File: config.mk
export PLATFORM = sky130hd
export DESIGN_NAME = link_task_queue_with_dedup_top_flat
export DESIGN_NICKNAME = d
export VERILOG_FILES = /design/src/rtl/ltq_pkg.sv /design/src/rtl/ltq_req_if.sv /design/src/rtl/ltq_rsp_if.sv /design/src/rtl/ltq_ram.sv /design/src/rtl/link_task_queue_with_dedup_top.sv /design/src/flat_wrapper.sv
export SDC_FILE = /design/constraint.sdc
export NUM_CORES = 1
export LEC_CHECK = 0
export BUFFER_PORTS_ARGS = -buffer_cell sky130_fd_sc_hd__buf_2
export CORE_ASPECT_RATIO = 1.25
export CORE_MARGIN = 4
export CORE_UTILIZATION = 34
export DETAILED_ROUTE_END_ITERATION = 8
export PLACE_DENSITY = 0.56
export SLEW_MARGIN = 10
export SYNTH_ARGS = -nofsm -noshare
export SYNTH_HDL_FRONTEND = slang
export SYNTH_SLANG_ARGS = --single-unit
File: constraint.sdc
create_clock -name clock -period 3.4 [get_ports clock]
set_clock_uncertainty 0.15 [all_clocks]
set_input_delay 0.17 -clock clock [delete_from_list [all_inputs] [get_ports clock]]
set_output_delay 0.17 -clock clock [all_outputs]
set_load 0.05 [all_outputs]
File: src/rtl/ltq_pkg.sv
// ----------------------------------------------------------------------------
// ltq_pkg
// Shared types and codes for the link task queue with duplicate suppression.
// ----------------------------------------------------------------------------
`default_nettype none

package ltq_pkg;

   localparam int DEFAULT_QUEUE_DEPTH = 16;

   localparam int CMD_W     = 2;
   localparam int KIND_W    = 2;
   localparam int LINK_W    = 4;
   localparam int STATUS_W  = 3;
   localparam int FLOW_W    = 2;
   localparam int REMOVED_W = 5;
   localparam int ENTRY_W   = KIND_W + LINK_W;

   // commands
   localparam logic [CMD_W-1:0] CMD_ENQUEUE    = 2'd0;
   localparam logic [CMD_W-1:0] CMD_EXECUTE    = 2'd1;
   localparam logic [CMD_W-1:0] CMD_DEL_MATCH  = 2'd2;
   localparam logic [CMD_W-1:0] CMD_DEL_POLLS  = 2'd3;

   // task kinds
   localparam logic [KIND_W-1:0] KIND_POLL = 2'd0;
   localparam logic [KIND_W-1:0] KIND_STOP = 2'd1;
   localparam logic [KIND_W-1:0] KIND_CONT = 2'd2;

   // result status
   localparam logic [STATUS_W-1:0] ST_DONE    = 3'd0;
   localparam logic [STATUS_W-1:0] ST_SKIP    = 3'd1;
   localparam logic [STATUS_W-1:0] ST_FULL    = 3'd2;
   localparam logic [STATUS_W-1:0] ST_REFUSED = 3'd3;
   localparam logic [STATUS_W-1:0] ST_EMPTY   = 3'd4;

   // flow-control action
   localparam logic [FLOW_W-1:0] FLOW_NONE  = 2'd0;
   localparam logic [FLOW_W-1:0] FLOW_SET   = 2'd1;
   localparam logic [FLOW_W-1:0] FLOW_CLEAR = 2'd2;

   typedef struct packed {
      logic [CMD_W-1:0]  command;
      logic [KIND_W-1:0] task_kind;
      logic [LINK_W-1:0] link_number;
      logic              high_priority;
      logic              role_switching;
      logic              link_connected;
      logic              has_sync_link;
      logic              tx_ok;
   } req_type;

   typedef struct packed {
      logic [STATUS_W-1:0]  status;
      logic [KIND_W-1:0]    out_kind;
      logic [LINK_W-1:0]    out_link;
      logic [FLOW_W-1:0]    flow_action;
      logic [REMOVED_W-1:0] removed_count;
   } rsp_type;

endpackage

`default_nettype wire

File: src/rtl/ltq_req_if.sv
// ----------------------------------------------------------------------------
// ltq_req_if
// Command channel: valid/ready handshake carrying one command transaction.
// ----------------------------------------------------------------------------
`default_nettype none

interface ltq_req_if;
   logic             valid;
   logic             ready;
   ltq_pkg::req_type payload;

   modport source (output valid, output payload, input ready);
   modport sink   (input valid, input payload, output ready);
endinterface

`default_nettype wire

File: src/rtl/ltq_rsp_if.sv
// ----------------------------------------------------------------------------
// ltq_rsp_if
// Result channel: valid/ready handshake carrying one result transaction.
// ----------------------------------------------------------------------------
`default_nettype none

interface ltq_rsp_if;
   logic             valid;
   logic             ready;
   ltq_pkg::rsp_type payload;

   modport source (output valid, output payload, input ready);
   modport sink   (input valid, input payload, output ready);
endinterface

`default_nettype wire

File: src/rtl/ltq_ram.sv
// ----------------------------------------------------------------------------
// ltq_ram
// Generic simple dual-port RAM: one write port, one read port, registered read.
// ----------------------------------------------------------------------------
`default_nettype none

module ltq_ram #(
   parameter int WIDTH = 8,
   parameter int DEPTH = 16
) (
   input  wire logic                     clock,
   input  wire logic                     wr_en,
   input  wire logic [$clog2(DEPTH)-1:0] wr_addr,
   input  wire logic [WIDTH-1:0]         wr_data,
   input  wire logic [$clog2(DEPTH)-1:0] rd_addr,
   output      logic [WIDTH-1:0]         rd_data
);

   logic [WIDTH-1:0] mem [DEPTH];
   logic [WIDTH-1:0] rd_data_ff;

   always_ff @(posedge clock) begin
      if (wr_en) begin
         mem[wr_addr] <= wr_data;
      end
      rd_data_ff <= mem[rd_addr];
   end

   assign rd_data = rd_data_ff;

endmodule

`default_nettype wire

File: src/rtl/link_task_queue_with_dedup_top.sv
// ----------------------------------------------------------------------------
// link_task_queue_with_dedup_top
// Ordered link task queue with duplicate suppression, held in one RAM ring.
// ----------------------------------------------------------------------------
// Usage:
//   req_if carries one command per transaction (enqueue, execute head, delete
//   first match, delete all polls); rsp_if returns exactly one result per
//   command, in order. Both use valid/ready.
//   Queue entries live in a circular RAM (head pointer + count). Every command
//   that touches the queue runs one sweep over it through the RAM read port,
//   one entry per cycle, through its registered read; deletes compact the
//   ring in the same sweep through the write port. Commands rejected by the
//   admission checks and execute on an empty queue skip the sweep. The next
//   command can be accepted at the same edge at which the result can first
//   be taken. One command is in flight at a time; req_if.ready is high
//   while idle. A finished result sits in the output register; if rsp_if
//   stalls, the following result waits in the block until it frees.
//   Reset (synchronous) empties the queue; no clearing pass is needed since
//   only slots below the count are ever read.
// ----------------------------------------------------------------------------
`default_nettype none

module link_task_queue_with_dedup_top #(
   parameter int QUEUE_DEPTH = ltq_pkg::DEFAULT_QUEUE_DEPTH
) (
   input wire logic  clock,
   input wire logic  reset,
   ltq_req_if.sink   req_if,
   ltq_rsp_if.source rsp_if
);

   localparam int AW = $clog2(QUEUE_DEPTH);
   localparam int CW = $clog2(QUEUE_DEPTH + 1);

   localparam logic [1:0] S_IDLE = 2'd0;
   localparam logic [1:0] S_SCAN = 2'd1;
   localparam logic [1:0] S_FIN  = 2'd2;

   logic [1:0]                    state_ff, state_in;
   logic [AW-1:0]                 head_ff, head_in;
   logic [CW-1:0]                 count_ff, count_in;
   logic [CW-1:0]                 rd_idx_ff, rd_idx_in;
   logic [CW-1:0]                 wr_idx_ff, wr_idx_in;
   logic [CW-1:0]                 limit_ff, limit_in;
   logic [CW-1:0]                 removed_ff, removed_in;
   logic                          dat_vld_ff, dat_vld_in;
   logic                          found_ff, found_in;
   ltq_pkg::req_type              cmd_ff, cmd_in;
   ltq_pkg::rsp_type              res_ff, res_in;
   ltq_pkg::rsp_type              out_ff, out_in;
   logic                          out_vld_ff, out_vld_in;

   logic                          ram_we;
   logic [AW-1:0]                 ram_waddr;
   logic [AW-1:0]                 ram_raddr;
   logic [ltq_pkg::ENTRY_W-1:0]   ram_wdata;
   logic [ltq_pkg::ENTRY_W-1:0]   ram_rdata;
   logic [ltq_pkg::KIND_W-1:0]    rd_kind;
   logic [ltq_pkg::LINK_W-1:0]    rd_link;
   logic                          rd_match;
   logic                          req_fire;

   // logical queue position to ring address
   function automatic logic [AW-1:0] ring_addr(input logic [AW-1:0] head,
                                               input logic [CW-1:0] idx);
      logic [CW:0] sum;
      sum = (CW+1)'(head) + (CW+1)'(idx);
      if (sum >= (CW+1)'(QUEUE_DEPTH)) begin
         sum = sum - (CW+1)'(QUEUE_DEPTH);
      end
      return sum[AW-1:0];
   endfunction

   ltq_ram #(
      .WIDTH (ltq_pkg::ENTRY_W),
      .DEPTH (QUEUE_DEPTH)
   ) u_ram (
      .clock   (clock),
      .wr_en   (ram_we),
      .wr_addr (ram_waddr),
      .wr_data (ram_wdata),
      .rd_addr (ram_raddr),
      .rd_data (ram_rdata)
   );

   assign rd_kind  = ram_rdata[ltq_pkg::ENTRY_W-1:ltq_pkg::LINK_W];
   assign rd_link  = ram_rdata[ltq_pkg::LINK_W-1:0];
   assign rd_match = (rd_kind == cmd_ff.task_kind) && (rd_link == cmd_ff.link_number);

   assign req_if.ready   = (state_ff == S_IDLE);
   assign req_fire       = req_if.valid && req_if.ready;
   assign rsp_if.valid   = out_vld_ff;
   assign rsp_if.payload = out_ff;

   always_comb begin
      state_in   = state_ff;
      head_in    = head_ff;
      count_in   = count_ff;
      rd_idx_in  = rd_idx_ff;
      wr_idx_in  = wr_idx_ff;
      limit_in   = limit_ff;
      removed_in = removed_ff;
      dat_vld_in = 1'b0;
      found_in   = found_ff;
      cmd_in     = cmd_ff;
      res_in     = res_ff;
      out_in     = out_ff;
      out_vld_in = out_vld_ff && !rsp_if.ready;
      ram_we     = 1'b0;
      ram_waddr  = ring_addr(head_ff, wr_idx_ff);
      ram_wdata  = ram_rdata;
      ram_raddr  = ring_addr(head_ff, rd_idx_ff);

      case (state_ff)
         S_IDLE: begin
            if (req_fire) begin
               cmd_in     = req_if.payload;
               rd_idx_in  = '0;
               wr_idx_in  = '0;
               removed_in = '0;
               found_in   = 1'b0;
               res_in     = '0;
               limit_in   = (req_if.payload.command == ltq_pkg::CMD_EXECUTE)
                            ? CW'(1) : count_ff;
               state_in   = S_SCAN;
               case (req_if.payload.command)
                  ltq_pkg::CMD_ENQUEUE: begin
                     if (req_if.payload.task_kind != ltq_pkg::KIND_POLL &&
                         req_if.payload.task_kind != ltq_pkg::KIND_STOP &&
                         req_if.payload.task_kind != ltq_pkg::KIND_CONT) begin
                        res_in.status = ltq_pkg::ST_REFUSED;
                        state_in      = S_FIN;
                     end else if (req_if.payload.task_kind == ltq_pkg::KIND_POLL &&
                                  req_if.payload.role_switching) begin
                        res_in.status = ltq_pkg::ST_REFUSED;
                        state_in      = S_FIN;
                     end else if ((req_if.payload.task_kind == ltq_pkg::KIND_POLL &&
                                   !req_if.payload.link_connected) ||
                                  req_if.payload.has_sync_link) begin
                        res_in.status = ltq_pkg::ST_SKIP;
                        state_in      = S_FIN;
                     end
                  end
                  ltq_pkg::CMD_EXECUTE: begin
                     if (count_ff == '0) begin
                        res_in.status = ltq_pkg::ST_EMPTY;
                        state_in      = S_FIN;
                     end
                  end
                  default: begin
                  end
               endcase
            end
         end

         S_SCAN: begin
            // read side: one entry per cycle
            if (rd_idx_ff < limit_ff) begin
               rd_idx_in  = rd_idx_ff + CW'(1);
               dat_vld_in = 1'b1;
            end
            // data side: entry read last cycle
            if (dat_vld_ff) begin
               case (cmd_ff.command)
                  ltq_pkg::CMD_ENQUEUE: begin
                     if (rd_match) begin
                        found_in = 1'b1;
                     end
                  end
                  ltq_pkg::CMD_EXECUTE: begin
                     res_in.out_kind = rd_kind;
                     res_in.out_link = rd_link;
                  end
                  ltq_pkg::CMD_DEL_MATCH: begin
                     if (rd_match && !found_ff) begin
                        found_in   = 1'b1;
                        removed_in = removed_ff + CW'(1);
                     end else begin
                        ram_we    = 1'b1;
                        wr_idx_in = wr_idx_ff + CW'(1);
                     end
                  end
                  default: begin
                     if (rd_kind == ltq_pkg::KIND_POLL) begin
                        removed_in = removed_ff + CW'(1);
                     end else begin
                        ram_we    = 1'b1;
                        wr_idx_in = wr_idx_ff + CW'(1);
                     end
                  end
               endcase
            end
            // sweep finished: commit
            if (rd_idx_ff == limit_ff && !dat_vld_ff) begin
               state_in = S_FIN;
               case (cmd_ff.command)
                  ltq_pkg::CMD_ENQUEUE: begin
                     if (found_ff) begin
                        res_in.status = ltq_pkg::ST_SKIP;
                     end else if (count_ff == CW'(QUEUE_DEPTH)) begin
                        res_in.status = ltq_pkg::ST_FULL;
                     end else begin
                        ram_we    = 1'b1;
                        ram_wdata = {cmd_ff.task_kind, cmd_ff.link_number};
                        if (cmd_ff.high_priority) begin
                           head_in   = (head_ff == '0) ? AW'(QUEUE_DEPTH - 1)
                                                       : head_ff - AW'(1);
                           ram_waddr = head_in;
                        end else begin
                           ram_waddr = ring_addr(head_ff, count_ff);
                        end
                        count_in      = count_ff + CW'(1);
                        res_in.status = ltq_pkg::ST_DONE;
                     end
                  end
                  ltq_pkg::CMD_EXECUTE: begin
                     if (cmd_ff.tx_ok) begin
                        head_in  = (head_ff == AW'(QUEUE_DEPTH - 1)) ? '0
                                                                     : head_ff + AW'(1);
                        count_in = count_ff - CW'(1);
                        res_in.status = ltq_pkg::ST_DONE;
                        if (res_ff.out_kind == ltq_pkg::KIND_STOP) begin
                           res_in.flow_action = ltq_pkg::FLOW_SET;
                        end else if (res_ff.out_kind == ltq_pkg::KIND_CONT) begin
                           res_in.flow_action = ltq_pkg::FLOW_CLEAR;
                        end else begin
                           res_in.flow_action = ltq_pkg::FLOW_NONE;
                        end
                     end else begin
                        res_in.status = ltq_pkg::ST_REFUSED;
                     end
                  end
                  ltq_pkg::CMD_DEL_MATCH: begin
                     count_in             = wr_idx_ff;
                     res_in.status        = found_ff ? ltq_pkg::ST_DONE : ltq_pkg::ST_SKIP;
                     res_in.removed_count = ltq_pkg::REMOVED_W'(removed_ff);
                  end
                  default: begin
                     count_in             = wr_idx_ff;
                     res_in.status        = ltq_pkg::ST_DONE;
                     res_in.removed_count = ltq_pkg::REMOVED_W'(removed_ff);
                  end
               endcase
            end
         end

         S_FIN: begin
            if (!out_vld_ff || rsp_if.ready) begin
               out_in     = res_ff;
               out_vld_in = 1'b1;
               state_in   = S_IDLE;
            end
         end

         default: begin
            state_in = S_IDLE;
         end
      endcase
   end

   always_ff @(posedge clock) begin
      if (reset) begin
         state_ff   <= S_IDLE;
         head_ff    <= '0;
         count_ff   <= '0;
         dat_vld_ff <= 1'b0;
         out_vld_ff <= 1'b0;
      end else begin
         state_ff   <= state_in;
         head_ff    <= head_in;
         count_ff   <= count_in;
         dat_vld_ff <= dat_vld_in;
         out_vld_ff <= out_vld_in;
      end
      rd_idx_ff  <= rd_idx_in;
      wr_idx_ff  <= wr_idx_in;
      limit_ff   <= limit_in;
      removed_ff <= removed_in;
      found_ff   <= found_in;
      cmd_ff     <= cmd_in;
      res_ff     <= res_in;
      out_ff     <= out_in;
   end

   // ------------------------------------------------------------------------
   // assertions
   // ------------------------------------------------------------------------
   a_count_bound: assert property (@(posedge clock) disable iff (reset)
      count_ff <= CW'(QUEUE_DEPTH))
      else $error("queue count above depth");

   a_count_commit: assert property (@(posedge clock) disable iff (reset)
      !$stable(count_ff) |-> $past(state_ff) == S_SCAN)
      else $error("queue count changed outside a sweep commit");

   a_compact_order: assert property (@(posedge clock) disable iff (reset)
      state_ff == S_SCAN |-> wr_idx_ff <= rd_idx_ff)
      else $error("compaction write ran ahead of read");

   a_removed_bound: assert property (@(posedge clock) disable iff (reset)
      state_ff == S_SCAN |-> removed_ff <= limit_ff)
      else $error("more entries removed than swept");

endmodule

`default_nettype wire

File: src/flat_wrapper.sv
// flat-port wrapper written by rule: the top's interface ports become plain ports
module link_task_queue_with_dedup_top_flat 
#(
   parameter int QUEUE_DEPTH = ltq_pkg::DEFAULT_QUEUE_DEPTH
)
  (clock, reset, req_if_valid, req_if_payload, req_if_ready, rsp_if_valid, rsp_if_payload, rsp_if_ready);
  ltq_req_if req_if_i ();
  ltq_rsp_if rsp_if_i ();
  input wire logic clock;
  input wire logic reset;
  input wire logic [$bits(req_if_i.valid)-1:0] req_if_valid;
  input wire logic [$bits(req_if_i.payload)-1:0] req_if_payload;
  output wire logic [$bits(req_if_i.ready)-1:0] req_if_ready;
  output wire logic [$bits(rsp_if_i.valid)-1:0] rsp_if_valid;
  output wire logic [$bits(rsp_if_i.payload)-1:0] rsp_if_payload;
  input wire logic [$bits(rsp_if_i.ready)-1:0] rsp_if_ready;
  assign req_if_i.valid = req_if_valid;
  assign req_if_i.payload = req_if_payload;
  assign req_if_ready = req_if_i.ready;
  assign rsp_if_valid = rsp_if_i.valid;
  assign rsp_if_payload = rsp_if_i.payload;
  assign rsp_if_i.ready = rsp_if_ready;
  link_task_queue_with_dedup_top #(.QUEUE_DEPTH(QUEUE_DEPTH)) u_core (.clock(clock), .reset(reset), .req_if(req_if_i), .rsp_if(rsp_if_i));
endmodule
Word level (Yosys, flattened, before mapping)
Memory sizes are Yosys's and may differ from the RTL's. A register that Yosys moved wholly into a read port is not among the register bits.
Index checks and enable logic that the tools add are counted.
{ "op_classes": {"multipliers": 0, "n_shift": 0, "reduce_logical": 41, "n_lt_le_gt_ge": 4, "n_eq_ne": 32, "add_sub_neg": 13, "bitwise": 1, "div_mod_pow": 0, "muxes": 88} }
{ "ops": {"columns": ["op", "count"], "rows": [
  ["$mux 4", 15],
  ["$mux 5", 12],
  ["$pmux 5 s2", 6],
  ["$mux 6", 7],
  ["$pmux 16 s2", 1],
  ["$mux 2", 13],
  ["$add 5x1->5 const B", 4],
  ["$mux 1", 19],
  ["$add 4x5->6", 3],
  ["$ge 6x5->1 const B", 3],
  ["$ne 2x1->1 const B", 9],
  ["$reduce_and 6->1", 3],
  ["$mux 16", 1],
  ["$sub 4x1->4 const B", 4],
  ["$mux 3", 5],
  ["$logic_not 2->1", 5],
  ["$ne 2x2->1 const B", 5],
  ["$reduce_and 5->1", 2],
  ["$logic_and 1x1->1", 9],
  ["$ne 3x2->1 const B", 3],
  ["$ne 3x3->1 const B", 3],
  ["$pmux 3 s3", 1],
  ["$reduce_and 3->1", 3],
  ["$eq 2x1->1 const B", 4],
  ["other kinds (25)", 39]
]} }
{ "word_totals": {"word_cells": 205, "regBits": 76, "in_bits": 17, "mem_bits_rw": 96, "latchBits": 0, "mem_count": 1, "output_inout_bits": 18, "rom_bits": 0} }
{ "memory_table": {"columns": ["name", "words", "width", "rd", "rd_clocked_by_memory_dff", "write_ports", "line", "text"], "rows": [
  ["u_core.u_ram.mem", 16, 6, 1, 1, 1, "ltq_ram.sv:19", "logic [WIDTH-1:0] mem [DEPTH];"]
]} }

Depth between registers and ports, before layout
Gate-level depths: netlist (run 1).
{ "logic_depth": {"depth_word": 13, "mapped_depth": 9, "ltp_nobuf": 8} }

Cells and area by module
A second synthesis (run 1) with hierarchy kept.
{ "unflattened": {"hier_cells": 540, "area_unflattened_um2": 8051.5} }
{ "by_module_without_submodules": {"columns": ["module", "n_inst", "cells_per_inst", "area_each_um2", "seq_area_each_um2"], "rows": [
  ["link_task_queue_with_dedup_top", 1, 362, 4156.5, 2152.1],
  ["ltq_ram", 1, 178, 3895.0, 3002.9]
]} }

Worst setup path after synthesis (run 1)
Ideal clock, no wire load.
{ "synth_timing": {"path_type": "reg-to-reg", "from": "register u_core.rd_idx_ff[3]", "to": "memory u_core.u_ram.mem[12][0] in the netlist's numbering (enable)", "stages_incl_launch_ff": 8, "period_less_slack_ns": 2.886, "path_slack_ns": 0.514, "path_buffers": 1, "required_time_ns": 2.887, "t_arrival_ns": 2.373, "setup_time_ns": 0.363, "path_cell_list": "edfxtp_1 ha_1 nand3_1 or3_1 buf_2 or4_4 a2bb2oi_1 a21oi_1"} }
{ "synth_via": {"elab_chain_len": 6, "elab_cells_between_ends": 8, "cone_classes": "1 x eq/ne; 6 x mux; 1 x reduce/logical"} }
{ "synth_rtl": {"columns": ["item", "line", "text"], "rows": [
  ["start: declaration", "link_task_queue_with_dedup_top.sv:42", "logic [CW-1:0] rd_idx_ff, rd_idx_in;"],
  ["start signal: assignment", "link_task_queue_with_dedup_top.sv:275", "rd_idx_ff <= rd_idx_in;"],
  ["$eq 5x5->1 *", "link_task_queue_with_dedup_top.sv:194", "if (rd_idx_ff == limit_ff && !dat_vld_ff) begin"],
  ["$logic_and 1x1->1 *", "link_task_queue_with_dedup_top.sv:194", null],
  ["$mux 1", "link_task_queue_with_dedup_top.sv:194", null],
  ["$mux 1", "link_task_queue_with_dedup_top.sv:114", "case (state_ff)"],
  ["$mux 1", "ltq_ram.sv:23", "if (wr_en) begin"],
  ["$mux 1 (implied by the code)", "ltq_ram.sv:24", "mem[wr_addr] <= wr_data;"],
  ["end: declaration", "ltq_ram.sv:19", null]
]} }
Mark *: on every way between the ends. The rest lies on a longest branch, timed or not.

Worst setup path in the final report (run 1)
{ "layout_timing": {"from": "register u_core.rd_idx_ff[3]", "to": "memory u_core.u_ram.mem[13][0] in the netlist's numbering (enable)"} }
The elaborated chain is that of the path after synthesis.

==> results of run 1 <==
-- state kept, by name (all words and copies together), names as in the netlist --
name and count:
u_core.u_ram.rd_data 6, u_core.rd_idx_ff 5, u_core.count_ff 5, u_core.cmd_ff 10
u_core.dat_vld_ff 1, u_core.rsp_if.valid 1, u_core.u_ram.mem 96, u_core.rsp_if.payload 16
u_core.res_ff 16, u_core.head_ff 4, u_core.state_ff 2, u_core.limit_ff 5
u_core.removed_ff 5, u_core.wr_idx_ff 5, u_core.found_ff 1
-- worst register-to-register path, cell delays in order, from the launching register on --
cell	delay (ns)
edfxtp_1	0.47
ha_1	0.33
nand3_1	0.12
or3_1	0.57
nor3_2	0.33
nand3_1	0.23
a21oi_1	0.62
-- path summary, 6_finish.rpt --
path,start,to,slack [ns],cells after the start
setup / recovery,u_core.rd_idx_ff[3]$_SDFFCE_PN0P_,u_core.u_ram.mem[13][0]$_DFFE_PP_,0.23,6
hold / removal,req_if_payload[1],u_core.res_ff[13]$_DFFE_PP_,0.05,4
setup reg to reg,u_core.rd_idx_ff[3]$_SDFFCE_PN0P_,u_core.u_ram.mem[13][0]$_DFFE_PP_,0.23,6
hold reg to reg,u_core.res_ff[15]$_SDFFCE_PP0P_,u_core.rsp_if.payload[15]$_DFFE_PP_,0.27,0
-- what timing repair did --
| action | in CTS | in global routing |
|---|---|---|
| endpoints found under the hold margin | 19 | 0 |
| hold buffers | 13 | 0 |
| setup endpoints to repair | 0 | 0 |
-- metal layers --
metal / part of all wire (%) / GRT usage (%) / vias up
met5: 0 / 0 / -
met4: 1.8 / 4.56 / 0
met3: 3.0 / 2.77 / 21
li1: - / - / 2234
met1: 43 / 16.8 / 2343
met2: 53 / 24.2 / 73
-- per-stage QoR --
step           worst slack, ns  utilization, %
2_1_floorplan            0.514               -
6_report                 0.227            40.7
5_1_grt                 0.0160            40.7
3_3_place_gp             0.309            37.4
3_5_place_dp             0.210            37.4
4_1_cts                  0.203            40.7
-- placed cells by master, fill, tap and decap left out, types with 5 or more instances in the layout --
cell / n
xnor2_1: 14
a211oi_1: 6
nand2_1: 34
and2_1: 18
xor2_1: 15
buf_4: 26
o21ai_0: 7
nand2b_1: 8
buf_2: 34
mux4_2: 24
nor2_1: 31
dlygate4sd3_1: 13
clkinv_8: 5
nand3_1: 16
nor2b_1: 5
or3_1: 5
mux2i_1: 21
clkbuf_16: 17
ha_1: 22
inv_1: 21
dfxtp_1: 19
a21oi_1: 43
edfxtp_1: 159
-- cell families (layout without fill, tap and decap cells) --
family | after synthesis | after routing | share of synthesized area (%)
AO/OA/AOI/OAI | 91 | 91 | 7.38
XOR/XNOR | 29 | 29 | 3.17
adder cells (fa/ha/maj) | 26 | 26 | 4.44
buffers and inverters | 44 | 127 | 2.16
flip-flops | 178 | 178 | 64.4
multiplexers | 46 | 46 | 9.52
AND/OR/NAND/NOR | 139 | 139 | 8.94
-- power by group --
part / total, mW / switching [mW] / leakage, nW / internal [mW]
combinational: 0.735 / 0.462 / 1.43 / 0.273
sequential: 2.68 / 0.0828 / 1.63 / 2.60
clock: 2.08 / 0.946 / 0.305 / 1.13
-- cell type report --
class | count | area, um^2
Fill cell | 2113 | 13700
Clock inverter | 15 | 219
Timing Repair Buffer | 73 | 495
Multi-Input combinational cell | 331 | 2680
Sequential cell | 178 | 5150
Tap cell | 288 | 360
Clock buffer | 17 | 425
Inverter | 22 | 82.6
==> metrics.cfg, run 1 <==
[run_status]
status = finished clean

[placed_design]
gp_congestion = 0.863
dp_hpwl_um = 12300
dp.cells = 879
placed_area_um2 = 8640
port_buffers = 34

[timing]
rsz0062_at_grt = false
fin_crit_sh_pct = 93.3
worst_pin_slew_ns = 0.689
fin_tns_setup_ns = 0
period_needed_ns = 3.17
fmax_mhz = 315
finalSetupViolCount = 0
slew_viol_final = 0
holdWs_ns = 0.0501
relSlewSlack_pct = 54.1
hold_viol_final = 0

[cts]
cts-root-buf = clkbuf_16
cts_max_level = 4
cts_buffers = 17
path_clk_slew_ns = 0.08
post_cts_resized = 0
post-cts-setup-buffers = 0
cts_tree = built
cts.sinks = 178
clock_latency_ns = 0.44
clk_path_buf_depth = 2

[route]
wirelength_um = 17200
drt_iter0_drc = 263
drcViolationCount = 0
vias = 4671
firstDrtPassIters = 5
ant_nets = 0
via_per_inst = 5.06
wl_per_cell_um = 18.6

[critical_path]
end_kind = flop
critical_path.slowest_cell = a21oi_1
cp_num_buf_inv = 0
critPathKind = reg -> reg
crit_top_cell = nand3_1
slowest_delay_ns = 0.62
critPathMaxFanout = 10
worstPathArrival_ns = 3.10
cp_cell_sequence = ha_1, nand3_1, or3_1, nor3_2, nand3_1, a21oi_1
critical-path-top-delay-family = simple AND/OR/NAND/NOR gates
startpoint_type = flop
cp.required_ns = 3.32

[synth]
synth.top_cell.area_share_pct = 59.6
synth_flop_cell = edfxtp_1
yosysTopAreaCell = edfxtp_1
yosysWarnings = 0
yosys-top-cells-area = edfxtp_1, mux4_2, dfxtp_1, ha_1, a21oi_1
yosysSeqAreaShare_pct = 64.4
syn_area_per_cell_um2 = 14.5
ys_ff_latch = 178
synthesis.nets = 596
ys_types = 57
syn_area_um2 = 8010
synthCells = 553
synth-edff-count = 159
yosysMostFrequentCell = edfxtp_1
synth_common_cells = edfxtp_1, a21oi_1, nand2_1, nor2_1, mux4_2
async_reset_ff_share_pct = 0

[floorplan]
design.core.area_um2 = 23100
rows = 62
die-area_um2 = 26100
initial_core_util_pct = 34.6
die-width_um = 145
pin_count = 35
die_height_um = 180

[global_route]
grt_pass1_wl_um = 28100
antenna_found_initial = 0
grt_overflow_total = 0
grt_pass1_vias = 4958
grt_usage_pct = 13.7
grt_max_degree = 25

[cells_and_area]
drive_gt1_share_pct = 20.0
layout.nets = 666
final_area_um2 = 9420
n_antenna_cell = 0
syn_to_final_growth_pct = 17.6
final_cells = 924

[worst_hold_path]
hold_path.class = in -> reg

[power_and_ir_drop]
p_per_area_nw_per_um2 = 584
peakVddDrop_v = 0.000358
power_mw = 5.50
p_leak_nw = 3.36

[job]
drv_cap = 0

Power figures use the tool's default switching activity.
==> inputs of run 2 (changes only) <==
HOLD_SLACK_MARGIN = 0.06   (was not set)
==> run 2 against run 1 <==
Clock power about the same. Clock-buffer cell count unchanged. Utilization about the same. Power about the same. Sequential power about the same. First-iteration DRC count increased by 6.1%. Sequential share of layout area decreased by 0.058 points. Global-route usage about the same. Largest power group unchanged.
==> metrics.cfg, run 2 (synthesis results as in run 1) <==
[run_status]
status = finished clean  ; unchanged

[cts]
cts_tree = built  ; unchanged
path_clk_slew_ns = 0.08  ; about the same
post_cts_resized = 0  ; unchanged
clock_latency_ns = 0.44  ; about the same
cts_buffers = 17  ; unchanged
clk_path_buf_depth = 2  ; unchanged
cts_max_level = 4  ; unchanged
cts-root-buf = clkbuf_16  ; unchanged
cts.sinks = 178  ; unchanged

[placed_design]
placed_area_um2 = 8640  ; unchanged
gp_congestion = 0.863  ; unchanged
dp_hpwl_um = 12300  ; unchanged
port_buffers = 34  ; unchanged
dp.cells = 879  ; unchanged

[critical_path]
cp.required_ns = 3.32  ; about the same
r2r_slack_ns = 0.22  ; was 0.23 ns
reg2reg_from = u_core.rd_idx_ff[3]$_SDFFCE_PN0P_  ; unchanged
worstPathArrival_ns = 3.10  ; about the same
critPathCapture = u_core.u_ram.mem[13][0]$_DFFE_PP_  ; unchanged
end_kind = flop  ; unchanged
crit_cells = 6  ; unchanged
r2r_end = u_core.u_ram.mem[13][0]$_DFFE_PP_  ; unchanged
startpoint_type = flop  ; unchanged
cp_num_buf_inv = 0  ; unchanged
crit_top_cell = nand3_1  ; unchanged
critPathMaxFanout = 10  ; unchanged
critical-path-top-delay-family = simple AND/OR/NAND/NOR gates  ; unchanged
cp-startpoint = u_core.rd_idx_ff[3]$_SDFFCE_PN0P_  ; unchanged
cp_cell_sequence = ha_1, nand3_1, or3_1, nor3_2, nand3_1, a21oi_1  ; unchanged
slowest_delay_ns = 0.63  ; was 0.62 ns
reg2reg_depth = 6  ; unchanged
critical_path.slowest_cell = a21oi_1  ; unchanged
critPathKind = reg -> reg  ; unchanged

[cells_and_area]
final_cells = 925  ; was 924
fill_cells = 2113  ; unchanged
final_common_cell = edfxtp_1  ; unchanged
layout.nets = 667  ; was 666
final_area_um2 = 9430  ; was 9420 um^2
syn_to_final_growth_pct = 17.7  ; was 17.6%
finalCoreUtilization_pct = 40.8  ; was 40.7%
n_antenna_cell = 0  ; unchanged
largest_reg_flops = 96  ; unchanged
final_cell_mix = edfxtp_1, a21oi_1, nand2_1, buf_2, nor2_1  ; unchanged
drive_gt1_share_pct = 19.9  ; was 20.0%
top_register = u_core.u_ram.mem  ; unchanged

[power_and_ir_drop]
peakVddDrop_v = 0.000355  ; was 0.000358 V
p_per_area_nw_per_um2 = 583  ; was 584 nW/um^2
p_leak_nw = 3.36  ; about the same

[global_route]
grt_pass1_wl_um = 28100  ; about the same
grt_pass1_vias = 4964  ; was 4958
grt_usage_pct = 13.7  ; about the same
grt_max_degree = 25  ; unchanged
grt_overflow_total = 0  ; unchanged
antenna_found_initial = 0  ; unchanged

[timing]
rsz0062_at_grt = false  ; unchanged
fin_tns_setup_ns = 0  ; unchanged
fmax_mhz = 315  ; about the same
worst_pin_slew_ns = 0.699  ; was 0.689 ns
hold_viol_final = 0  ; unchanged
relSlewSlack_pct = 53.4  ; was 54.1%
slew_viol_final = 0  ; unchanged
fin_crit_sh_pct = 93.5  ; was 93.3%
finalSetupViolCount = 0  ; unchanged
period_needed_ns = 3.18  ; was 3.17 ns
holdWs_ns = 0.0866  ; was 0.0501 ns

[route]
via_per_inst = 5.11  ; was 5.06
wl_per_cell_um = 18.6  ; about the same
wirelength_um = 17200  ; about the same
ant_nets = 0  ; unchanged
drcViolationCount = 0  ; unchanged
vias = 4731  ; was 4671
drt_iter0_drc = 279  ; was 263
firstDrtPassIters = 5  ; unchanged

[floorplan]
design.core.area_um2 = 23100  ; unchanged
die-width_um = 145  ; unchanged
pin_count = 35  ; unchanged
die_height_um = 180  ; unchanged
die-area_um2 = 26100  ; unchanged
rows = 62  ; unchanged
initial_core_util_pct = 34.6  ; unchanged

[job]
drv_cap = 0  ; unchanged

[worst_hold_path]
hold_path.class = in -> reg  ; unchanged

==> run 2: cell types whose count changed in the layout (fill, tap and decap cells not counted) <==
cell	previous run	this run
dlygate4sd3_1	13	14
==> run 2: worst reg2reg max path, cell delays in order (launching register included) <==
cell	delay, ns
edfxtp_1	0.47
ha_1	0.33
nand3_1	0.12
or3_1	0.57
nor3_2	0.32
nand3_1	0.22
a21oi_1	0.63
==> run 2: how the worst min path moves through the flow <==
stage,from,to,slack [ns],depth (start not counted)
2_1_floorplan,reset,u_core.count_ff[0]$_SDFFE_PP0P_,0.09,1
3_3_place_gp,req_if_payload[7],u_core.cmd_ff[7]$_DFFE_PP_,0.20,1
3_5_place_dp,req_if_payload[6],u_core.cmd_ff[6]$_DFFE_PP_,0.20,1
4_1_cts,req_if_payload[2],u_core.res_ff[13]$_DFFE_PP_,0.07,4
5_1_grt,req_if_payload[2],u_core.res_ff[13]$_DFFE_PP_,0.12,4
6_report,req_if_payload[2],u_core.res_ff[13]$_DFFE_PP_,0.09,4
==> run 2: final cells by class <==
class,instances,area (um^2),area share [%]
flip-flops and latches,178,5150,54.7
multi-input cells,331,2680,28.4
repair buffers,74,505,5.36
well taps,288,360,3.82
clock inverters,15,219,2.32
clock buffers,17,425,4.51
inverters,22,82.6,0.876
==> run 2: repair_timing <==
action,in CTS,in global routing
endpoints found under the hold margin,24,0
hold buffers,14,0
buffers inserted,0,0
==> run 2: routing by layer <==
layer,vias up,share of wire [%],routed length [um],GRT usage [%]
met2,114,53,9060,24.2
li1,2238,-,-,-
met3,21,3.5,606,2.77
met1,2358,42,7260,16.8
met5,-,0,0,0
met4,0,1.7,298,4.56
==> run 2: power by group <==
group | total [mW] | switching [mW] | internal (mW)
logic | 0.737 | 0.464 | 0.273
registers | 2.68 | 0.0826 | 2.60
clock network | 2.08 | 0.942 | 1.13
total | 5.49 | 1.49 | 4.01
==> run 2: per-stage QoR <==
stage               power (mW)  setup WS, ns
detailed placement        3.47         0.210
global route              5.74        0.0160
CTS                       5.56         0.203
global placement          3.45         0.309
floorplan                 3.19         0.514
finish                    5.49         0.222
==> inputs of run 3 (changes only) <==
clock period = 3.05 ns   (was 3.4 ns; I/O delays follow)
==> run 3 against run 2 <==
Sequential share of layout area shrank 1.4 points. Fmax grew 10%. Die area is the same.
==> metrics.cfg, run 3 (synthesis results as in run 1) <==
[timing]
rsz0062_at_grt = false  ; unchanged
holdWs_ns = 0.0987  ; was 0.0866 ns
hold_viol_final = 0  ; unchanged
fin_crit_sh_pct = 94.7  ; was 93.5%
fin_tns_setup_ns = 0  ; unchanged
setup_ws_ns = 0.161  ; was 0.222 ns
fmax_mhz = 346  ; was 315 MHz
slew_viol_final = 0  ; unchanged
period_needed_ns = 2.89  ; was 3.18 ns
finalSetupViolCount = 0  ; unchanged
relSlewSlack_pct = 45.2  ; was 53.4%
worst_pin_slew_ns = 0.817  ; was 0.699 ns

[critical_path]
r2r_end = u_core.u_ram.mem[4][0]$_DFFE_PP_  ; was u_core.u_ram.mem[13][0]$_DFFE_PP_
end_kind = flop  ; unchanged
startpoint_type = flop  ; unchanged
reg2reg_depth = 7  ; was 6
critPathCapture = u_core.u_ram.mem[4][0]$_DFFE_PP_  ; was u_core.u_ram.mem[13][0]$_DFFE_PP_
worstPathArrival_ns = 2.88  ; was 3.10 ns
r2r_slack_ns = 0.16  ; was 0.22 ns
reg2reg_from = u_core.rd_idx_ff[1]$_SDFFCE_PN0P_  ; was u_core.rd_idx_ff[3]$_SDFFCE_PN0P_
slowest_delay_ns = 0.52  ; was 0.63 ns
critical_path.slowest_cell = or4_4  ; was a21oi_1
critPathMaxFanout = 6  ; was 10
cp_cell_sequence = ha_1, nand3b_1, or3_1, or4_4, a2bb2oi_1, a21oi_1, buf_4  ; was ha_1, nand3_1, or3_1, nor3_2, nand3_1, a21oi_1
critPathKind = reg -> reg  ; unchanged
cp.required_ns = 3.04  ; was 3.32 ns
cp-startpoint = u_core.rd_idx_ff[1]$_SDFFCE_PN0P_  ; was u_core.rd_idx_ff[3]$_SDFFCE_PN0P_

[placed_design]
gp_congestion = 0.820  ; was 0.863
dp.cells = 904  ; was 879
placed_area_um2 = 8900  ; was 8640 um^2
dp_hpwl_um = 12500  ; was 12300 um
port_buffers = 34  ; unchanged
place_worst_setup_slack_ns = 0.174  ; was 0.210 ns

[floorplan]
pin_count = 35  ; unchanged
die-width_um = 145  ; unchanged
die_height_um = 180  ; unchanged
initial_core_util_pct = 34.6  ; unchanged
design.core.area_um2 = 23100  ; unchanged
die-area_um2 = 26100  ; unchanged
rows = 62  ; unchanged

[route]
wirelength_um = 17300  ; was 17200 um
ant_nets = 0  ; unchanged
firstDrtPassIters = 4  ; was 5
wl_per_cell_um = 18.2  ; was 18.6 um
vias = 4818  ; was 4731
via_per_inst = 5.07  ; was 5.11
drcViolationCount = 0  ; unchanged
drt_iter0_drc = 209  ; was 279

[global_route]
grt_overflow_total = 0  ; unchanged
top_usage_layer = met2  ; unchanged
antenna_found_initial = 0  ; unchanged
met1_usage_pct = 17.0  ; was 16.8%
gr-usage-met3_pct = 3.15  ; was 2.77%
grt_usage_pct = 13.6  ; was 13.7%
grt_pass1_vias = 4967  ; was 4964
grt_max_degree = 25  ; unchanged
grt_pass1_wl_um = 27700  ; was 28100 um
grtUsageMet2_pct = 23.7  ; was 24.2%

[power_and_ir_drop]
switching_share_pct = 26.0  ; was 27.1%
power_frac_seq_pct = 48.0  ; was 48.8%
p_int_mw = 4.59  ; was 4.01 mW
clkPwrFrac_pct = 37.1  ; was 37.8%
peakVddDrop_v = 0.000381  ; was 0.000355 V
p_leak_nw = 3.51  ; was 3.36 nW
power_mw = 6.21  ; was 5.49 mW
p_per_area_nw_per_um2 = 642  ; was 583 nW/um^2
pwr-share-comb_pct = 14.9  ; was 13.4%
p_switching_mw = 1.61  ; was 1.49 mW

[cells_and_area]
layout.nets = 693  ; was 667
final_area_um2 = 9670  ; was 9430 um^2
final_cell_mix = edfxtp_1, buf_4, a21oi_1, nand2_1, buf_2  ; was edfxtp_1, a21oi_1, nand2_1, buf_2, nor2_1
largest_reg_flops = 96  ; unchanged
seq_area_um2 = 5150  ; unchanged
multi_input_area_um2 = 2680  ; unchanged
top_register = u_core.u_ram.mem  ; unchanged
final_common_cell = edfxtp_1  ; unchanged
finalCoreUtilization_pct = 41.8  ; was 40.8%
final_cells = 951  ; was 925
drive_gt1_share_pct = 22.9  ; was 19.9%
n_antenna_cell = 0  ; unchanged
fill_cells = 2108  ; was 2113
syn_to_final_growth_pct = 20.9  ; was 17.7%

[cts]
clock_latency_ns = 0.43  ; was 0.44 ns
post_cts_resized = 0  ; unchanged
path_clk_slew_ns = 0.07  ; was 0.08 ns
cts_max_level = 4  ; unchanged
cts_tree = built  ; unchanged
cts-root-buf = clkbuf_16  ; unchanged
cts.sinks = 178  ; unchanged
clk_path_buf_depth = 2  ; unchanged
cts_buffers = 17  ; unchanged

[job]
drv_cap = 0  ; unchanged

[worst_hold_path]
min_from = req_if_valid  ; was req_if_payload[2]
hold_path.class = in -> reg  ; unchanged

[run_status]
status = finished clean  ; unchanged

[run 3: metal layers]
| layer | share of wire (%) | routed length (um) |
|---|---|---|
| met5 | 0 | 0 |
| met4 | 1.8 | 311 |
| met3 | 3.5 | 610 |
| met2 | 52 | 8990 |
| met1 | 43 | 7410 |
[run 3: how the worst min path moves through the flow]
stage,end,depth (start not counted)
floorplan,u_core.count_ff[0]$_SDFFE_PP0P_,1
global placement,u_core.cmd_ff[7]$_DFFE_PP_,1
detailed placement,u_core.cmd_ff[6]$_DFFE_PP_,1
CTS,u_core.state_ff[1]$_SDFFE_PP0P_,4
global route,u_core.state_ff[1]$_SDFFE_PP0P_,4
finish,u_core.state_ff[1]$_SDFFE_PP0P_,4
[run 3: final cells by class]
class	instances	area share, %
Timing Repair Buffer	100	8.04
Clock inverter	15	2.02
Inverter	22	0.854
Tap cell	288	3.72
Multi-Input combinational cell	331	27.7
Clock buffer	17	4.40
Sequential cell	178	53.3
[run 3: timing repair]
| action | in CTS | in global routing |
|---|---|---|
| hold buffers | 15 | 0 |
| endpoints found under the hold margin | 24 | 0 |
| setup buffers | 0 | 0 |
[run 3: critical path: cells and delay by family, from the launching register on]
family / cells / cell delay [ns]
DFF: 1 / 0.47
and+or+nand+nor: 3 / 1.05
adders and majority gates: 1 / 0.34
AOI/OAI and AO/OA: 2 / 0.40
buffers and inverters: 1 / 0.18
[run 3: power by group through the flow]
stage               Combinational (mW)  Sequential, mW  Clock [mW]
floorplan                        0.517            3.04           0
global placement                 0.910            3.03           0
detailed placement               0.926            3.03           0
CTS                              0.943            2.98        2.35
global route                      1.02            2.99        2.47
finish                           0.924            2.98        2.31
